===== config.mk =====
export PLATFORM = sky130hd
export DESIGN_NAME = depth_row_centroid_core
export DESIGN_NICKNAME = d
export VERILOG_FILES = /design/src/rtl/drc_pkg.sv /design/src/rtl/drc_ctrl.sv /design/src/rtl/drc_datapath.sv /design/src/rtl/depth_row_centroid_core.sv
export SDC_FILE = /design/constraint.sdc
export NUM_CORES = 1
export LEC_CHECK = 0
export ABC_AREA = 1
export BUFFER_PORTS_ARGS = -buffer_cell sky130_fd_sc_hd__buf_2
export CORE_MARGIN = 5
export CORE_UTILIZATION = 45
export CTS_CLUSTER_DIAMETER = 200
export CTS_CLUSTER_SIZE = 30
export DETAILED_ROUTE_END_ITERATION = 10
export GPL_TIMING_DRIVEN = 0
export MAX_ROUTING_LAYER = met4
export SYNTH_ARGS = -nofsm -noshare
export SYNTH_HDL_FRONTEND = slang
export SYNTH_HIERARCHICAL = 1
export SYNTH_SLANG_ARGS = --single-unit

===== constraint.sdc =====
create_clock -name clk -period 6.3 [get_ports clk]
set_input_delay 0.315 -clock clk [delete_from_list [all_inputs] [get_ports clk]]
set_output_delay 0.315 -clock clk [all_outputs]
set_load 0.05 [all_outputs]

===== src/rtl/drc_pkg.sv =====
// Shared constants, command and status types for the depth row centroid core.
package drc_pkg;

	localparam int ROWS = 480;
	localparam int COLS = 640;

	localparam int DEPTH_W  = 16;
	localparam int CLASS_W  = 2;
	localparam int COL_W    = 10;
	localparam int SUM_W    = 18;
	localparam int CNT_W    = 10;
	localparam int FSUM_W   = 23;
	localparam int Q_W      = 14;
	localparam int FRAC_W   = 4;

	localparam int DIV_DW   = FSUM_W;
	localparam int DIV_VW   = 11;
	localparam int DIV_CW   = $clog2(DIV_DW + 1);

	// The frame sum is divided by ROWS through a multiplication by a rounded-up
	// reciprocal, which is exact for every frame sum of FSUM_W bits.
	localparam int ROWS_SH  = FSUM_W + $clog2(ROWS);
	localparam int RECIP_W  = FSUM_W + 1;
	localparam int PROD_W   = FSUM_W + RECIP_W;
	localparam logic [RECIP_W-1:0] ROWS_RECIP =
		RECIP_W'(((64'd1 << ROWS_SH) + 64'(ROWS - 1)) / 64'(ROWS));

	localparam logic [DEPTH_W-1:0] THRESH_RESET = DEPTH_W'(450);

	localparam logic [CLASS_W-1:0] CLASS_NONE = 2'd0;
	localparam logic [CLASS_W-1:0] CLASS_FAR  = 2'd1;
	localparam logic [CLASS_W-1:0] CLASS_NEAR = 2'd2;

	typedef struct packed {
		logic accept;
		logic row_finish;
		logic frame_start;
		logic frame_finish;
		logic load_out;
	} dp_cmd_t;

	typedef struct packed {
		logic end_row;
		logic row_div_needed;
		logic frame_end;
		logic frame_pend;
		logic div_busy;
	} dp_stat_t;

endpackage


===== src/rtl/drc_ctrl.sv =====
// Controller state machine that sequences pixel requests, divisions and result delivery.
module drc_ctrl (
	input  logic            clk,
	input  logic            arst_n,
	input  logic            in_valid,
	output logic            in_ready,
	output logic            out_valid,
	input  logic            out_ready,
	input  drc_pkg::dp_stat_t stat,
	output drc_pkg::dp_cmd_t  cmd
);
	import drc_pkg::*;

	typedef enum logic [4:0] {
		ST_IDLE        = 5'b00001,
		ST_ROW_DIV     = 5'b00010,
		ST_FRAME_START = 5'b00100,
		ST_FRAME_DIV   = 5'b01000,
		ST_WAIT_OUT    = 5'b10000
	} state_t;

	state_t state_q, state_d;
	logic   out_valid_q;
	logic   out_free;
	logic   accept;

	assign out_free  = !out_valid_q || out_ready;
	assign in_ready  = (state_q == ST_IDLE) && out_free;
	assign accept    = in_valid && in_ready;
	assign out_valid = out_valid_q;

	always_comb begin
		state_d          = state_q;
		cmd              = '0;
		cmd.accept       = accept;
		case (state_q)
			ST_IDLE: begin
				if (accept && stat.end_row) begin
					if (stat.row_div_needed) begin
						state_d = ST_ROW_DIV;
					end else if (stat.frame_end) begin
						state_d = ST_FRAME_START;
					end else begin
						state_d = ST_WAIT_OUT;
					end
				end
			end
			ST_ROW_DIV: begin
				if (!stat.div_busy) begin
					cmd.row_finish = 1'b1;
					state_d = stat.frame_pend ? ST_FRAME_START : ST_WAIT_OUT;
				end
			end
			ST_FRAME_START: begin
				cmd.frame_start = 1'b1;
				state_d = ST_FRAME_DIV;
			end
			ST_FRAME_DIV: begin
				if (!stat.div_busy) begin
					cmd.frame_finish = 1'b1;
					state_d = ST_WAIT_OUT;
				end
			end
			ST_WAIT_OUT: begin
				if (out_free) begin
					cmd.load_out = 1'b1;
					state_d = ST_IDLE;
				end
			end
			default: begin
				state_d = ST_IDLE;
			end
		endcase
	end

	always_ff @(posedge clk or negedge arst_n) begin
		if (!arst_n) begin
			state_q     <= ST_IDLE;
			out_valid_q <= 1'b0;
		end else begin
			state_q <= state_d;
			if (cmd.load_out || (accept && !stat.end_row)) begin
				out_valid_q <= 1'b1;
			end else if (out_ready) begin
				out_valid_q <= 1'b0;
			end
		end
	end

`ifndef SYNTHESIS
	a_ready_only_idle: assert property (@(posedge clk) disable iff (!arst_n)
		in_ready |-> (state_q == ST_IDLE))
		else $error("input ready outside idle state");

	a_div_in_div_state: assert property (@(posedge clk) disable iff (!arst_n)
		stat.div_busy |-> (state_q == ST_ROW_DIV || state_q == ST_FRAME_DIV))
		else $error("divider busy outside a division state");

	a_load_needs_room: assert property (@(posedge clk) disable iff (!arst_n)
		cmd.load_out |-> (!out_valid_q || out_ready))
		else $error("result loaded over an untaken result");

	a_result_after_finish: assert property (@(posedge clk) disable iff (!arst_n)
		(state_q == ST_WAIT_OUT) |-> $past(state_q) != ST_IDLE || $past(accept))
		else $error("wait state entered without a request");
`endif

endmodule


===== src/rtl/drc_datapath.sv =====
// Datapath: classifier, row and frame accumulators, row divider, frame multiplier and output register.
module drc_datapath (
	input  logic                          clk,
	input  logic                          arst_n,
	input  logic                          cfg_write,
	input  logic [drc_pkg::DEPTH_W-1:0]   cfg_thresh,
	input  logic [drc_pkg::DEPTH_W-1:0]   depth_mm,
	input  logic                          row_end,
	input  logic                          frame_end,
	input  drc_pkg::dp_cmd_t              cmd,
	output drc_pkg::dp_stat_t             stat,
	output logic [drc_pkg::CLASS_W-1:0]   pixel_class,
	output logic                          row_done,
	output logic                          row_valid,
	output logic [drc_pkg::COL_W-1:0]     row_center,
	output logic                          frame_done,
	output logic                          frame_valid,
	output logic [drc_pkg::Q_W-1:0]       frame_center
);
	import drc_pkg::*;

	localparam logic [COL_W-1:0]  COL_LAST = COL_W'(COLS - 1);
	localparam logic [Q_W-1:0]    Q_MAX    = '1;

	logic [DEPTH_W-1:0] thresh_q;
	logic [COL_W-1:0]   col_q;
	logic [SUM_W-1:0]   sum_q;
	logic [CNT_W-1:0]   cnt_q;
	logic [FSUM_W-1:0]  fsum_q;
	logic               fbad_q;

	logic [CLASS_W-1:0] pend_class_q;
	logic               pend_frame_q;
	logic               pend_row_valid_q;
	logic [COL_W-1:0]   pend_row_center_q;
	logic               pend_frame_valid_q;
	logic [Q_W-1:0]     pend_frame_center_q;

	logic [DIV_VW-1:0]  div_rem_q;
	logic [DIV_DW-1:0]  div_quo_q;
	logic [DIV_VW-1:0]  div_den_q;
	logic [DIV_CW-1:0]  div_cnt_q;
	logic [PROD_W-1:0]  frame_prod_q;

	logic [CLASS_W-1:0] cls;
	logic               near;
	logic               end_row;
	logic [SUM_W:0]     sum_wide;
	logic [SUM_W-1:0]   sum_new;
	logic [CNT_W-1:0]   cnt_new;
	logic [DIV_VW:0]    trial;
	logic               trial_ok;
	logic [Q_W-1:0]     quo_clamp;
	logic [FSUM_W:0]    fsum_wide;
	logic [PROD_W-1:0]  frame_quo;
	logic [Q_W-1:0]     frame_clamp;

	assign near = (depth_mm != '0) && (depth_mm < thresh_q);

	always_comb begin
		if (depth_mm == '0) begin
			cls = CLASS_NONE;
		end else if (near) begin
			cls = CLASS_NEAR;
		end else begin
			cls = CLASS_FAR;
		end
	end

	assign end_row  = row_end || frame_end;
	assign sum_wide = {1'b0, sum_q} + (SUM_W + 1)'(col_q);

	always_comb begin
		sum_new = sum_q;
		cnt_new = cnt_q;
		if (near) begin
			sum_new = sum_wide[SUM_W] ? '1 : sum_wide[SUM_W-1:0];
			if (cnt_q != '1) begin
				cnt_new = cnt_q + 1'b1;
			end
		end
	end

	assign trial     = {div_rem_q, div_quo_q[DIV_DW-1]};
	assign trial_ok  = trial >= {1'b0, div_den_q};
	assign quo_clamp = (|div_quo_q[DIV_DW-1:Q_W]) ? Q_MAX : div_quo_q[Q_W-1:0];
	assign fsum_wide = {1'b0, fsum_q} + (FSUM_W + 1)'(quo_clamp);

	assign frame_quo   = frame_prod_q >> ROWS_SH;
	assign frame_clamp = (frame_quo > PROD_W'(Q_MAX)) ? Q_MAX : frame_quo[Q_W-1:0];

	assign stat.end_row        = end_row;
	assign stat.row_div_needed = cnt_new != '0;
	assign stat.frame_end      = frame_end;
	assign stat.frame_pend     = pend_frame_q;
	assign stat.div_busy       = div_cnt_q != '0;

	always_ff @(posedge clk or negedge arst_n) begin
		if (!arst_n) begin
			thresh_q  <= THRESH_RESET;
			col_q     <= '0;
			sum_q     <= '0;
			cnt_q     <= '0;
			fsum_q    <= '0;
			fbad_q    <= 1'b0;
			div_cnt_q <= '0;
		end else begin
			if (cfg_write) begin
				thresh_q <= cfg_thresh;
			end
			if (cmd.accept) begin
				if (end_row) begin
					col_q <= '0;
					sum_q <= '0;
					cnt_q <= '0;
					if (cnt_new == '0) begin
						fbad_q <= 1'b1;
					end else begin
						div_cnt_q <= DIV_CW'(DIV_DW);
					end
				end else begin
					col_q <= (col_q == COL_LAST) ? '0 : col_q + 1'b1;
					sum_q <= sum_new;
					cnt_q <= cnt_new;
				end
			end
			if (div_cnt_q != '0) begin
				div_cnt_q <= div_cnt_q - 1'b1;
			end
			if (cmd.row_finish) begin
				fsum_q <= fsum_wide[FSUM_W] ? '1 : fsum_wide[FSUM_W-1:0];
			end
			if (cmd.frame_finish) begin
				fsum_q <= '0;
				fbad_q <= 1'b0;
			end
		end
	end

	always_ff @(posedge clk) begin
		if (cmd.accept && end_row) begin
			div_rem_q <= '0;
			div_quo_q <= DIV_DW'({sum_new, {FRAC_W{1'b0}}});
			div_den_q <= DIV_VW'(cnt_new);
		end else if (div_cnt_q != '0) begin
			div_rem_q <= trial_ok ? DIV_VW'(trial - {1'b0, div_den_q}) : trial[DIV_VW-1:0];
			div_quo_q <= {div_quo_q[DIV_DW-2:0], trial_ok};
		end
	end

	always_ff @(posedge clk) begin
		if (cmd.frame_start) begin
			frame_prod_q <= PROD_W'(fsum_q) * PROD_W'(ROWS_RECIP);
		end
	end

	always_ff @(posedge clk) begin
		if (cmd.accept) begin
			pend_class_q        <= cls;
			pend_frame_q        <= frame_end;
			pend_row_valid_q    <= 1'b0;
			pend_row_center_q   <= '0;
			pend_frame_valid_q  <= 1'b0;
			pend_frame_center_q <= '0;
		end
		if (cmd.row_finish) begin
			pend_row_valid_q  <= 1'b1;
			pend_row_center_q <= quo_clamp[Q_W-1:FRAC_W];
		end
		if (cmd.frame_finish) begin
			pend_frame_valid_q  <= !fbad_q;
			pend_frame_center_q <= fbad_q ? '0 : frame_clamp;
		end
	end

	always_ff @(posedge clk) begin
		if (cmd.accept && !end_row) begin
			pixel_class  <= cls;
			row_done     <= 1'b0;
			row_valid    <= 1'b0;
			row_center   <= '0;
			frame_done   <= 1'b0;
			frame_valid  <= 1'b0;
			frame_center <= '0;
		end else if (cmd.load_out) begin
			pixel_class  <= pend_class_q;
			row_done     <= 1'b1;
			row_valid    <= pend_row_valid_q;
			row_center   <= pend_row_center_q;
			frame_done   <= pend_frame_q;
			frame_valid  <= pend_frame_valid_q;
			frame_center <= pend_frame_center_q;
		end
	end

endmodule


===== src/rtl/depth_row_centroid_core.sv =====
// Top level of the depth row centroid core: ports, controller and datapath.
// A pixel that does not end a row is taken and its class is returned
// through the output register, so such pixels stream at one per cycle
// while results are taken. A pixel that ends a row holds the input while
// the 23-step restoring divider forms the Q10.4 row centroid; a pixel that
// ends the frame holds it longer, as a registered multiplication by the
// reciprocal of ROWS then divides the frame sum. A row end with no near
// pixel skips the divider. A result that is not taken holds the input until
// it is taken. The threshold register may be written at any time the core
// is idle and is always ready.
module depth_row_centroid_core (
	input  logic                          clk,
	input  logic                          arst_n,
	input  logic                          cfg_valid,
	output logic                          cfg_ready,
	input  logic [drc_pkg::DEPTH_W-1:0]   near_threshold,
	input  logic                          in_valid,
	output logic                          in_ready,
	input  logic [drc_pkg::DEPTH_W-1:0]   depth_mm,
	input  logic                          row_end,
	input  logic                          frame_end,
	output logic                          out_valid,
	input  logic                          out_ready,
	output logic [drc_pkg::CLASS_W-1:0]   pixel_class,
	output logic                          row_done,
	output logic                          row_valid,
	output logic [drc_pkg::COL_W-1:0]     row_center,
	output logic                          frame_done,
	output logic                          frame_valid,
	output logic [drc_pkg::Q_W-1:0]       frame_center
);
	import drc_pkg::*;

	dp_cmd_t  cmd;
	dp_stat_t stat;

	assign cfg_ready = 1'b1;

	drc_ctrl u_ctrl (
		.clk       (clk),
		.arst_n    (arst_n),
		.in_valid  (in_valid),
		.in_ready  (in_ready),
		.out_valid (out_valid),
		.out_ready (out_ready),
		.stat      (stat),
		.cmd       (cmd)
	);

	drc_datapath u_datapath (
		.clk          (clk),
		.arst_n       (arst_n),
		.cfg_write    (cfg_valid && cfg_ready),
		.cfg_thresh   (near_threshold),
		.depth_mm     (depth_mm),
		.row_end      (row_end),
		.frame_end    (frame_end),
		.cmd          (cmd),
		.stat         (stat),
		.pixel_class  (pixel_class),
		.row_done     (row_done),
		.row_valid    (row_valid),
		.row_center   (row_center),
		.frame_done   (frame_done),
		.frame_valid  (frame_valid),
		.frame_center (frame_center)
	);

endmodule

==> impl_metrics.tcl <==
set metrics [dict create \
    syn-num-nets 2343 \
    ys_seq_area_share_pct 32.26 \
    gp_congestion 0.8939 \
    ir_drop_uv 376.2 \
    hp-class "primary input to flop" \
    min_period_ns 5.652 \
    outcome "finished, final reports clean" \
    worst-r2r-setup-slack_ns 0.65 \
    r2r_cells 18 \
    ios 72 \
    cts_buffers 10 \
    fmax_mhz 176.9 \
    cpMostUsedCell "fa_1" \
    async_flop_share_pct 43.00 \
    finalClockSkew_ns 0.03089 \
    fin_crit_sh_pct 89.71 \
    synth.avg_cell_area_um2 8.124 \
    hp-start "near_threshold[12]" \
    multiInputGateArea_um2 9677 \
    post_drt_wl_per_cell_um 15.38 \
    finalSetupViolCount 0 \
    worst_ep_required_time_ns 6.52 \
    yosys_warnings 6 \
    fin_setup_tns_ns 0 \
    synthCells 2032 \
    drive_gt1_share_pct 9.009 \
    p_leak_nw 9.357 \
    totalWireLength_mm 39.81 \
    fp.dieArea_um2 40620 \
    root_buffer "clkbuf_16" \
    n_fill_cell 3615 \
    power_density_nw_per_um2 459.6 \
    grt_pass1_vias 13250 \
    crit_chain "ha_1 -> fa_1 -> inv_1 -> fa_1 -> inv_1 -> fa_1 -> fa_1 -> ha_1 -> ha_1 -> nand2_1 -> nor2_1 -> inv_1 -> nor4_1 -> nand4_1 -> nand3_1 -> nand2_1 -> o211ai_1 -> xor2_1" \
    synthSimpleGateAreaFrac_pct 20.57 \
    rows 70 \
    start_util_pct 45.31 \
    grt_max_degree 63 \
    path_delay_family "adder cells" \
    die_w_um 201.5 \
    critPathBufInv 3 \
    ant_nets 0 \
    clkTransAtPathRegs_ns 0.12 \
    maxSlewViolCount 0 \
    syn_to_final_growth_pct 7.708 \
    nets 2427 \
    synth-adder-area-share_pct 23.62 \
    core-area_um2 36430 \
    die_h_um 201.5 \
    routed-via-count 13330 \
    grt_usage_pct 19.92 \
    layout_common_cells "nand2_1, inv_1, ha_1" \
    dr.first_iter.drc_count 682 \
    synth_top_family_by_area "adder cells" \
    ys_ff_latch 207 \
    register_area_um2 5326 \
    final_common_cell "nand2_1" \
    clk_latency_ns 0.49 \
    cts.path.max_buffers 3 \
    tightest_slew_ns 0.7214 \
    synth_edf_count 73 \
    cts_tree "yes" \
    synth_compound_area_share_pct 11.85 \
    synthXorXnorAreaFrac_pct 2.494 \
    dr.pass1.iters 5 \
    path_class "flop to flop" \
    n_antenna_cell 0 \
    reg2reg_from "u_datapath/fsum_q[18]" \
    grt_pass1_wl_mm 65.99 \
    synth_ff_type "dfrtp_1" \
    whs_path_depth 3 \
    grt.overflow.total 0 \
    io_buffers 70 \
    cp_max_fo 7 \
    htreeDepth 1 \
    synth.top_cell.area_share_pct 15.61 \
    yosys.area.top_type "ha_1" \
    reg2reg_to "u_datapath/frame_prod_q[42]" \
    cp_slowest_cell "fa_1" \
    cpPeakStageDelay_ns 0.57 \
    drc 0 \
    syn_area_um2 16510 \
    viasPerCell 5.150 \
    synthTopCellsByArea "ha_1, edfxtp_1, dfrtp_1" \
    dp_hpwl_mm 32.39 \
    cap_violations 0 \
    end_kind "flop" \
    arrival_ns 5.87 \
    max_slew_margin_pct 51.38 \
    min_to "u_datapath/thresh_q[12]" \
    cp-start-kind "flop" \
    hold_viol 0 \
    cts_sinks 207 \
    rsz0062_at_grt "no" \
    antenna_found_initial 0 \
    utilization_pct 48.80 \
    ys_types 64 \
    synth_mux_area_share_pct 0.06821 \
]
[logic make-up after synthesis]
logic type | Yosys count
multiplexers | 1
AO/OA/AOI/OAI | 336
AND/OR/NAND/NOR | 779
other | 1
XOR/XNOR | 47
buffers and inverters | 389
flip-flops | 207
adder cells (fa/ha/maj) | 272
[state kept, by name, indices dropped and copies added, names as in the netlist, 2 cells and up]
name	flops
u_ctrl/state_q	5
u_datapath/fsum_q	23
u_datapath/sum_q	18
u_datapath/frame_center	14
u_datapath/pend_row_center_q	10
u_datapath/col_q	10
u_datapath/cnt_q	10
u_datapath/pend_class_q	2
u_datapath/div_rem_q	11
u_datapath/frame_prod_q	15
u_datapath/div_cnt_q	5
u_datapath/div_quo_q	23
u_datapath/row_center	10
u_datapath/pixel_class	2
u_datapath/thresh_q	16
u_datapath/pend_frame_center_q	14
u_datapath/div_den_q	10
[layer usage]
layer  GRT usage (%)  routed length [um]  vias to the layer above  share of wire (%)
met1           25.51               17930                     6274                 45
li1                -                   -                     6793                  -
met2           34.85               19730                      221                 50
met4           4.395                 807                        0                2.0
met5               -                   0                        -                  0
met3           1.450                1346                       39                3.4
[cells in the mapped netlist (15+ instances only)]
cell	instances
xor2_1	34
o22ai_1	32
nand4_1	26
fa_1	66
nor2_1	142
clkbuf_1	27
ha_1	206
a21oi_1	88
nand2_2	15
inv_1	332
nand3_1	62
nand2_1	455
dfxtp_1	45
a31oi_1	19
edfxtp_1	73
dfrtp_1	84
o21ai_0	124
nor3_1	20
[what timing repair did]
item,4_1_cts,5_1_grt
buffers inserted,0,0
hold buffers,1,0
endpoints found under the hold margin,27,0
endpoints found under the setup margin,0,0
gates resized for setup,0,0
[how the worst max path moves through the flow]
stage	slack (ns)	startpoint	depth (start not counted)	to
floorplan	1.58	u_datapath/fsum_q[18]	18	u_datapath/frame_prod_q[42]
CTS	0.63	u_datapath/fsum_q[13]	18	u_datapath/frame_prod_q[42]
finish	0.65	u_datapath/fsum_q[18]	18	u_datapath/frame_prod_q[42]
global placement	0.76	u_datapath/fsum_q[18]	18	u_datapath/frame_prod_q[42]
detailed placement	0.68	u_datapath/fsum_q[18]	18	u_datapath/frame_prod_q[42]
global route	0.36	u_datapath/fsum_q[18]	18	u_datapath/frame_prod_q[41]
[worst reg2reg max path: cells and delay by family (launching register included)]
kind	cells	cell delay (ns)
AOI/OAI and AO/OA	1	0.14
DFF	1	0.51
xor gates and xnor gates	1	0.10
buffers and inverters	3	0.29
and+or+nand+nor	6	1.33
adders and majority gates	7	3.05
[stage by stage]
stage               cells  setup slack (ns)  hold WS (ns)  power, mW  cell area, um^2
finish               2588            0.6483       0.03043      8.171            17780
global route         2588            0.3593       0.03583      9.154            17780
CTS                  2588            0.6313       0.01198      8.260            17780
detailed placement   2571            0.6813        0.2857      7.433            17470
global placement     2570            0.7646        0.4357      7.408            17440
floorplan            2032             1.583       0.01941      6.159            16510
[where the power goes]
part	internal [mW]	leakage [nW]	switching, mW
combinational	1.90	6.93	3.40
clock	0.327	0.144	0.429
sequential	1.83	2.28	0.294
total	4.05	9.36	4.12
[layout make-up]
type                    count  share of cell area, %
clock inverters             1                0.02815
flip-flops and latches    207                  29.96
clock buffers              15                  1.633
repair buffers             72                  2.195
multi-input cells        1436                  54.42
plain buffers              42                  1.147
well taps                 468                  3.293
inverters                 347                  7.325
Power figures use the tool's default switching activity.
